`src/sv/lkv_pkg.sv`:
```
`timescale 1ns / 1ps
// Shared types and constants for the LRU key-value cache.
// No dependencies; imported by the cell, the top level and the checker.
package lkv_pkg;

	localparam int unsigned KEY_W     = 32;
	localparam int unsigned VAL_W     = 32;
	localparam int unsigned CAP_W     = 5;
	localparam int unsigned S_TDATA_W = 72;
	localparam int unsigned M_TDATA_W = 40;

	localparam logic [CAP_W-1:0] CAP_RESET = 5'd16;

	// Operation codes on the func field
	localparam logic FUNC_GET = 1'b0;
	localparam logic FUNC_SET = 1'b1;

	// One cache entry as it travels along the chain
	typedef struct packed {
		logic             valid;
		logic [KEY_W-1:0] key;
		logic [VAL_W-1:0] value;
	} entry_t;

	// Lookup result rippling toward cell zero
	typedef struct packed {
		logic             found;
		logic [VAL_W-1:0] value;
	} look_t;

	// Broadcast controls from the top level to every cell
	typedef struct packed {
		logic             step;
		logic             hit;
		logic             insert;
		logic [KEY_W-1:0] key;
	} ctl_t;

endpackage

```
`src/sv/lkv_cell.sv`:
```
`timescale 1ns / 1ps
// One cell of the recency-ordered entry chain: holds an entry, compares its key,
// and loads from its more recent neighbor when the chain shifts. Uses lkv_pkg.
module lkv_cell #(
	parameter int unsigned INDEX = 0,
	parameter int unsigned LIM_W = 5
) (
	input  logic               clk,
	input  logic               arst_n,
	input  lkv_pkg::ctl_t      ctl,
	input  logic [LIM_W-1:0]   lim,
	input  lkv_pkg::entry_t    prev,
	output lkv_pkg::entry_t    cur,
	input  lkv_pkg::look_t     look_in,
	output lkv_pkg::look_t     look_out
);
	import lkv_pkg::*;

	logic             valid_q;
	logic [KEY_W-1:0] key_q;
	logic [VAL_W-1:0] value_q;
	logic             match;
	logic             take;

	// Compare the stored key and merge into the rippling lookup result
	always_comb begin
		match          = valid_q && (key_q == ctl.key);
		look_out.found = look_in.found | match;
		look_out.value = look_in.value | (match ? value_q : '0);
	end

	// Shift on a hit up to the hit cell, on an insert up to the limit
	always_comb begin
		if (ctl.hit) begin
			take = ctl.step && look_out.found;
		end else begin
			take = ctl.step && ctl.insert && (LIM_W'(INDEX) < lim);
		end
	end

	// Clear valid under reset; load it from the neighbor on a shift
	always_ff @(posedge clk or negedge arst_n) begin
		if (!arst_n) begin
			valid_q <= 1'b0;
		end else if (take) begin
			valid_q <= prev.valid;
		end
	end

	// Advance key and value from the neighbor
	always_ff @(posedge clk) begin
		if (take) begin
			key_q   <= prev.key;
			value_q <= prev.value;
		end
	end

	assign cur.valid = valid_q;
	assign cur.key   = key_q;
	assign cur.value = value_q;

endmodule

```
`src/sv/lru_key_value_cache.sv`:
```
`timescale 1ns / 1ps
// Top level of the fully associative LRU key-value cache.
// Uses lkv_pkg and a chain of lkv_cell instances.
//
//   channel  | direction | contents (lowest bit first)
//   s_*      | in        | tdata: func[0], key[32:1], value[64:33], zero pad
//   m_*      | out       | tdata: hit[0], read_value[32:1], zero pad
//   cfg_*    | in        | capacity_in_use write, no read-back
//
// Each word is registered first, and no new word is accepted while one is held; then
// every cell compares its key, the lookup ripples down the chain and the chain shifts.
// The entry chain is ordered by recency, cell zero most recent; no reset sweep.
// A pending result that is not taken stalls the update stage; the input side
// still accepts one word while the result waits.
module lru_key_value_cache #(
	parameter int unsigned MAX_ENTRIES = 16
) (
	input  logic                           clk,
	input  logic                           arst_n,
	input  logic                           s_tvalid,
	output logic                           s_tready,
	input  logic [lkv_pkg::S_TDATA_W-1:0]  s_tdata,  // func, key, value
	output logic                           m_tvalid,
	input  logic                           m_tready,
	output logic [lkv_pkg::M_TDATA_W-1:0]  m_tdata,  // hit, read_value
	input  logic                           cfg_wr_en,
	input  logic [lkv_pkg::CAP_W-1:0]      cfg_wr_data
);
	import lkv_pkg::*;

	localparam int unsigned OCC_W = $clog2(MAX_ENTRIES + 2);
	localparam int unsigned CMP_W = (OCC_W > CAP_W) ? OCC_W : CAP_W;

	logic             busy_s1;
	logic             func_s1;
	logic [KEY_W-1:0] key_s1;
	logic [VAL_W-1:0] val_s1;

	logic [CAP_W-1:0] cap_q;
	logic [OCC_W-1:0] occ_q;
	logic             hit_q;
	logic [VAL_W-1:0] rdval_q;
	logic             mvalid_q;

	logic             s_acc;
	logic             step;
	logic             full;
	logic [CMP_W-1:0] eff_cap;
	logic [OCC_W-1:0] lim;
	ctl_t             ctl;
	entry_t           ent [MAX_ENTRIES+1];
	look_t            lk  [MAX_ENTRIES+1];

	assign s_tready = !busy_s1;
	assign s_acc    = s_tvalid && s_tready;
	assign step     = busy_s1 && (!mvalid_q || m_tready);

	// Clamp capacity to 1..MAX_ENTRIES and decide whether an insert evicts
	always_comb begin
		if (cap_q == '0) begin
			eff_cap = CMP_W'(1);
		end else if (CMP_W'(cap_q) > CMP_W'(MAX_ENTRIES)) begin
			eff_cap = CMP_W'(MAX_ENTRIES);
		end else begin
			eff_cap = CMP_W'(cap_q);
		end
		full = CMP_W'(occ_q) >= eff_cap;
		lim  = full ? occ_q : occ_q + OCC_W'(1);
	end

	// Broadcast controls to the chain
	always_comb begin
		ctl.step   = step;
		ctl.hit    = lk[0].found;
		ctl.insert = (func_s1 == FUNC_SET) && !lk[0].found;
		ctl.key    = key_s1;
	end

	// New most-recent entry enters ahead of cell zero
	assign ent[0].valid = 1'b1;
	assign ent[0].key   = key_s1;
	assign ent[0].value = (func_s1 == FUNC_SET) ? val_s1 : lk[0].value;

	assign lk[MAX_ENTRIES].found = 1'b0;
	assign lk[MAX_ENTRIES].value = '0;

	for (genvar i = 0; i < MAX_ENTRIES; i++) begin : g_cell
		lkv_cell #(
			.INDEX (i),
			.LIM_W (OCC_W)
		) u_cell (
			.clk      (clk),
			.arst_n   (arst_n),
			.ctl      (ctl),
			.lim      (lim),
			.prev     (ent[i]),
			.cur      (ent[i+1]),
			.look_in  (lk[i+1]),
			.look_out (lk[i])
		);
	end

	// Capture the input word
	always_ff @(posedge clk or negedge arst_n) begin
		if (!arst_n) begin
			busy_s1 <= 1'b0;
		end else if (s_acc) begin
			busy_s1 <= 1'b1;
		end else if (step) begin
			busy_s1 <= 1'b0;
		end
	end

	always_ff @(posedge clk) begin
		if (s_acc) begin
			func_s1 <= s_tdata[0];
			key_s1  <= s_tdata[KEY_W:1];
			val_s1  <= s_tdata[KEY_W+VAL_W:KEY_W+1];
		end
	end

	// Hold the capacity register
	always_ff @(posedge clk or negedge arst_n) begin
		if (!arst_n) begin
			cap_q <= CAP_RESET;
		end else if (cfg_wr_en) begin
			cap_q <= cfg_wr_data;
		end
	end

	// Count occupied entries; an insert into a full cache evicts one
	always_ff @(posedge clk or negedge arst_n) begin
		if (!arst_n) begin
			occ_q <= '0;
		end else if (step && ctl.insert && !full) begin
			occ_q <= occ_q + OCC_W'(1);
		end
	end

	// Output register
	always_ff @(posedge clk or negedge arst_n) begin
		if (!arst_n) begin
			mvalid_q <= 1'b0;
		end else if (step) begin
			mvalid_q <= 1'b1;
		end else if (m_tready) begin
			mvalid_q <= 1'b0;
		end
	end

	always_ff @(posedge clk) begin
		if (step) begin
			hit_q <= lk[0].found;
			if (func_s1 == FUNC_SET) begin
				rdval_q <= '0;
			end else if (lk[0].found) begin
				rdval_q <= lk[0].value;
			end else begin
				rdval_q <= '1;
			end
		end
	end

	assign m_tvalid = mvalid_q;
	assign m_tdata  = {{(M_TDATA_W-VAL_W-1){1'b0}}, rdval_q, hit_q};

endmodule

```
`config.mk`:
```
export PLATFORM = sky130hd
export DESIGN_NAME = lru_key_value_cache
export DESIGN_NICKNAME = d
export VERILOG_FILES = /design/src/sv/lkv_pkg.sv /design/src/sv/lkv_cell.sv /design/src/sv/lru_key_value_cache.sv
export SDC_FILE = /design/constraint.sdc
export NUM_CORES = 2
export LEC_CHECK = 0
export CAP_MARGIN = 20
export CORE_ASPECT_RATIO = 1.1
export CORE_MARGIN = 2
export CORE_UTILIZATION = 60
export DETAILED_ROUTE_END_ITERATION = 6
export DONT_BUFFER_PORTS = 1
export PLACE_DENSITY = 0.84
export SYNTH_ARGS = -nofsm -noshare
export SYNTH_HDL_FRONTEND = slang
export SYNTH_SLANG_ARGS = --single-unit
```
`constraint.sdc`:
```
create_clock -name clk -period 17.4 [get_ports clk]
set_input_delay 1.74 -clock clk [delete_from_list [all_inputs] [get_ports clk]]
set_output_delay 1.74 -clock clk [all_outputs]
set_load 0.1 [all_outputs]
```
==> metrics.log <==
[metrics] gate count of the mapped netlist: 2666
[metrics] accumulated negative setup slack: 0 ps
[metrics] largest fanout on the critical path: 65
[metrics] worst-margin pin slew: 1180 ps
[metrics] maximum achievable frequency: 0.196 GHz
[metrics] CP Data Arrival Time: 5650 ps
[metrics] cell row count: 106
[metrics] static power due to leakage: 16.6 nW
[metrics] clock tree from TritonCTS: done
[metrics] clock latency reported for the late side of the worst-skew pair: 670 ps
[metrics] fill cell instance count of the final layout: 4576
[metrics] number of DRC markers in iteration 0: 3402
[metrics] share of the clock period used by the worst path: 0.294
[metrics] nature of the critical path endpoint: register
[metrics] Avg Synthesized Cell Area: 17.1 µm²
[metrics] Worst IR Drop VDD: 0.151 mV
[metrics] final number of max-transition violations: 0
[metrics] synthesized-area fraction occupied by adder cells: 0.00165
[metrics] Critical R2R Launch: key_s1[28]$_DFFE_PP_
[metrics] outcome: finished clean
[metrics] global routing usage summed across all routing layers: 0.284
[metrics] post-synth cell types: 67
[metrics] Internal: 5.47 mW
[metrics] data required time of the worst path: 17950 ps
[metrics] DP Wirelength: 66.2 mm
[metrics] cell area after synthesis: 45600 µm²
[metrics] routed wire length: 111 mm
[metrics] boundary pin count: 124
[metrics] #FFs+latches synth: 1150
[metrics] crit start category: register
[metrics] Core Footprint: 75600 µm²
[metrics] Worst path most repeated cell: sky130_fd_sc_hd__buf_4
[metrics] sequential group share of total power: 0.556
[metrics] part of the power in combinational logic: 0.155
[metrics] post-layout min period: 5110 ps
[metrics] synthesized-area fraction occupied by and/or/nand/nor cells: 0.0531
[metrics] power density over the cells: 158 nW/µm²
[metrics] Crit. Startpoint: key_s1[28]$_DFFE_PP_
[metrics] average detailed-routed wire length per instance: 29.6 µm
[metrics] count of yosys warnings during synthesis: 0
[metrics] overall die area: 78200 µm²
[metrics] Clock Tree Root: sky130_fd_sc_hd__clkbuf_16
[metrics] final weighted congestion in routability-driven placement: 0.954
[metrics] horizontal die dimension: 267 µm
[metrics] setup violators final: 0
[metrics] fraction of synthesis flops using an asynchronous set or reset pin: 0.0243
[metrics] most common cell after layout, fill and taps aside: sky130_fd_sc_hd__edfxtp_1
[metrics] number of enable flip-flop cells after synthesis: 1122
[metrics] top cell family by delay on the critical path: simple AND/OR/NAND/NOR gates
[metrics] Max-cap violations: 0
[metrics] Most used DFF post-synth: sky130_fd_sc_hd__edfxtp_1
[metrics] post-CTS setup buffer count: 0
[metrics] ratio of routed vias to standard cells: 6.70
[metrics] clock-pin transition on the worst setup and hold timing paths: 70 ps
[metrics] most frequent cells in the layout: 1122 x sky130_fd_sc_hd__edfxtp_1, 435 x sky130_fd_sc_hd__xor2_1, 175 x sky130_fd_sc_hd__a22oi_1, 108 x sky130_fd_sc_hd__clkbuf_16, 100 x sky130_fd_sc_hd__nor4_1
[metrics] area growth from synthesis to final layout: 9.76%
[metrics] Final #Nets: 2801
[metrics] synthesized-area fraction occupied by ao, oa, aoi and oai cells: 0.0560
[metrics] clock buffer count from CTS: 107
[metrics] die boundary height: 293 µm
[metrics] category of the most critical setup path: register to register
[metrics] switching power total: 2.41 mW
[metrics] first-pass GRT wire length: 163 mm
[metrics] switch share: 0.306
[metrics] initial standard-cell utilization of the core: 0.603
[metrics] number of resized instances in the post-cts repair step: 0
[metrics] Slowest cell on crit path: sky130_fd_sc_hd__buf_4
[metrics] Final Instance Area: 50000 µm²
[metrics] delay of the slowest cell on the worst path: 840 ps
[metrics] number of vias in the routed layout: 25300
[metrics] largest net degree at the start of global routing: 66
[metrics] hold crit path type: register to register
[metrics] buffer levels on the longest clock path: 3
[metrics] buffering stage count on the worst path with inverters included: 3
[metrics] worst relative slew slack: 0.213
[metrics] antenna violations before repair: 3
[metrics] proportion of synthesized area in mux cells: 0.0125
[metrics] area share of xor/xnor cells in the synthesized design: 0.0978
[metrics] final core occ: 0.662
[metrics] Pre-Repair DR Iteration Count: 6
[metrics] Total Power Consumption: 7.89 mW
[metrics] cell-by-cell listing of the critical path: buf_4 > xor2_1 > nor4_1 > nand4_1 > nor4_4 > buf_4 > or3_1 > nor4_2 > nand3_1 > o21ai_4 > buf_4 > mux2_2
[metrics] count of nets left with antenna violations after detail routing: 0
[metrics] Sinks on Clock Net: 1150
[metrics] startpoint of the most critical hold path: g_cell[12].u_cell.value_q[16]$_DFFE_PP_
[metrics] number of remaining DRC errors: 0
[metrics] Post-DP Area: 46600 µm²
[metrics] power share of the clock group: 0.289
[metrics] Hold Violations, Final: 0
[metrics] via count of the first global-routing pass: 26100
[metrics] largest family of logic cells by synthesized area: XOR/XNOR gates
[metrics] CTS HTree Levels: 3
[metrics] quantity of hold-fixing buffers added after cts: 0
[metrics] unrepaired setup endpoints after global routing: false
[metrics] Remaining Overflow, GRT: 0
[metrics] Port Buf Inserts: 0
[metrics] Layout Skew: 24.2 ps
[metrics] share of the yosys chip area belonging to registers: 0.755
[metrics] ratio of cells with drive above 1 in the final layout: 0.0995
[worst register-to-register path, stage by stage, from the launching register on]
cell and delay (ps):
sky130_fd_sc_hd__edfxtp_1 320, sky130_fd_sc_hd__buf_4 310, sky130_fd_sc_hd__xor2_1 330, sky130_fd_sc_hd__nor4_1 140
sky130_fd_sc_hd__nand4_1 190, sky130_fd_sc_hd__nor4_4 80, sky130_fd_sc_hd__buf_4 350, sky130_fd_sc_hd__or3_1 440
sky130_fd_sc_hd__nor4_2 680, sky130_fd_sc_hd__nand3_1 600, sky130_fd_sc_hd__o21ai_4 280, sky130_fd_sc_hd__buf_4 840
sky130_fd_sc_hd__mux2_2 460
[through the flow]
step	cells	hold slack (ps)	worst slack [ps]
after global placement	3575	429	12430
after detailed placement	3575	433	12270
after global routing	3766	452	12140
after CTS	3764	446	12430
after floorplan	2672	421	11020
final	3767	445	12290
[cell usage after synthesis (2+ instances only)]
library cell / count / area share
sky130_fd_sc_hd__a21oi_1: 38 / 0.0042
sky130_fd_sc_hd__a221oi_1: 42 / 0.0081
sky130_fd_sc_hd__a22o_1: 41 / 0.0079
sky130_fd_sc_hd__a22oi_1: 175 / 0.029
sky130_fd_sc_hd__a311oi_1: 5 / 0.00096
sky130_fd_sc_hd__a31o_2: 2 / 0.00038
sky130_fd_sc_hd__a31oi_1: 2 / 0.00027
sky130_fd_sc_hd__and2_1: 2 / 0.00027
sky130_fd_sc_hd__and3_1: 5 / 0.00069
sky130_fd_sc_hd__buf_1: 4 / 0.00033
sky130_fd_sc_hd__buf_2: 28 / 0.0031
sky130_fd_sc_hd__buf_4: 49 / 0.0081
sky130_fd_sc_hd__buf_6: 23 / 0.0057
sky130_fd_sc_hd__clkbuf_1: 33 / 0.0027
sky130_fd_sc_hd__dfrtp_1: 27 / 0.015
sky130_fd_sc_hd__edfxtp_1: 1122 / 0.74
sky130_fd_sc_hd__ha_1: 6 / 0.0016
sky130_fd_sc_hd__inv_1: 53 / 0.0044
sky130_fd_sc_hd__mux2_1: 4 / 0.00099
sky130_fd_sc_hd__mux2_2: 13 / 0.0032
sky130_fd_sc_hd__mux2_4: 2 / 0.00066
sky130_fd_sc_hd__mux2i_1: 35 / 0.0077
sky130_fd_sc_hd__nand2_1: 36 / 0.0030
sky130_fd_sc_hd__nand2b_1: 12 / 0.0016
sky130_fd_sc_hd__nand3_1: 72 / 0.0079
sky130_fd_sc_hd__nand4_1: 61 / 0.0084
sky130_fd_sc_hd__nand4b_1: 2 / 0.00038
sky130_fd_sc_hd__nor2_1: 55 / 0.0045
sky130_fd_sc_hd__nor2b_1: 7 / 0.00096
sky130_fd_sc_hd__nor3_1: 35 / 0.0038
sky130_fd_sc_hd__nor3_2: 4 / 0.00088
sky130_fd_sc_hd__nor4_1: 100 / 0.014
sky130_fd_sc_hd__nor4_2: 6 / 0.0016
sky130_fd_sc_hd__nor4_4: 5 / 0.0023
sky130_fd_sc_hd__nor4b_2: 2 / 0.00066
sky130_fd_sc_hd__o21ai_0: 9 / 0.00099
sky130_fd_sc_hd__o21ai_1: 4 / 0.00044
sky130_fd_sc_hd__o21ai_2: 2 / 0.00038
sky130_fd_sc_hd__o22ai_2: 2 / 0.00055
sky130_fd_sc_hd__o31a_1: 2 / 0.00038
sky130_fd_sc_hd__o31ai_1: 2 / 0.00033
sky130_fd_sc_hd__or2_2: 2 / 0.00027
sky130_fd_sc_hd__or3_1: 4 / 0.00055
sky130_fd_sc_hd__xnor2_1: 74 / 0.014
sky130_fd_sc_hd__xor2_1: 435 / 0.084
[layer usage]
layer	global-route usage	wire (µm)	up-vias
met1	0.360	37500	12400
met3	0.0592	13500	464
met2	0.466	53900	2029
li1	-	-	10400
met4	0.145	6390	2
met5	0	13	-
[layout make-up]
type | instances | area, µm² | area share
flip-flops and latches | 1150 | 34400 | 0.687
well taps | 972 | 1220 | 0.0243
repair buffers | 69 | 531 | 0.0106
clock inverters | 61 | 551 | 0.0110
multi-input cells | 1331 | 10300 | 0.206
clock buffers | 128 | 2820 | 0.0563
diodes | 2 | 5.00 | 0.000100
inverters | 54 | 203 | 0.00405
[sequential cells by signal, summed over array words and instances, names as in the netlist]
signal                 flops
g_cell.u_cell.key_q      512
func_s1                    1
cap_q                      5
val_s1                    32
occ_q                      5
key_s1                    32
busy_s1                    1
g_cell.u_cell.value_q    512
g_cell.u_cell.valid_q     16
m_tvalid                   1
hit_q                      1
rdval_q                   32
[kinds of logic (layout without fill, tap and decap cells)]
logic type | count (synthesis) | count (layout)
flops | 1150 | 1150
xor+xnor | 509 | 509
simple gates | 417 | 417
compound gates | 338 | 338
buf+inv | 191 | 312
mux | 54 | 54
fa+ha+maj | 6 | 6
other cells | 1 | 9
[power groups by stage]
stage          clock (mW)  sequential (mW)  combinational, mW
3_3_place_gp            0             4.37               1.15
3_5_place_dp            0             4.42               1.19
5_1_grt              2.39             4.43               1.28
2_1_floorplan           0             4.32              0.809
4_1_cts              2.29             4.38               1.20
6_report             2.28             4.39               1.23
[final timing paths]
check	endpoint	slack, ps	depth (start not counted)
min reg2reg	g_cell[13].u_cell.value_q[16]$_DFFE_PP_	450	0
min in group asynchronous	g_cell[5].u_cell.valid_q$_DFFE_PN0P_	770	0
max in group asynchronous	cap_q[4]$_DFFE_PN1P_	16450	0
min	g_cell[13].u_cell.value_q[16]$_DFFE_PP_	450	0
max reg2reg	g_cell[8].u_cell.valid_q$_DFFE_PN0P_	12290	12
max	g_cell[8].u_cell.valid_q$_DFFE_PN0P_	12290	12
Power figures use the tool's default switching activity.
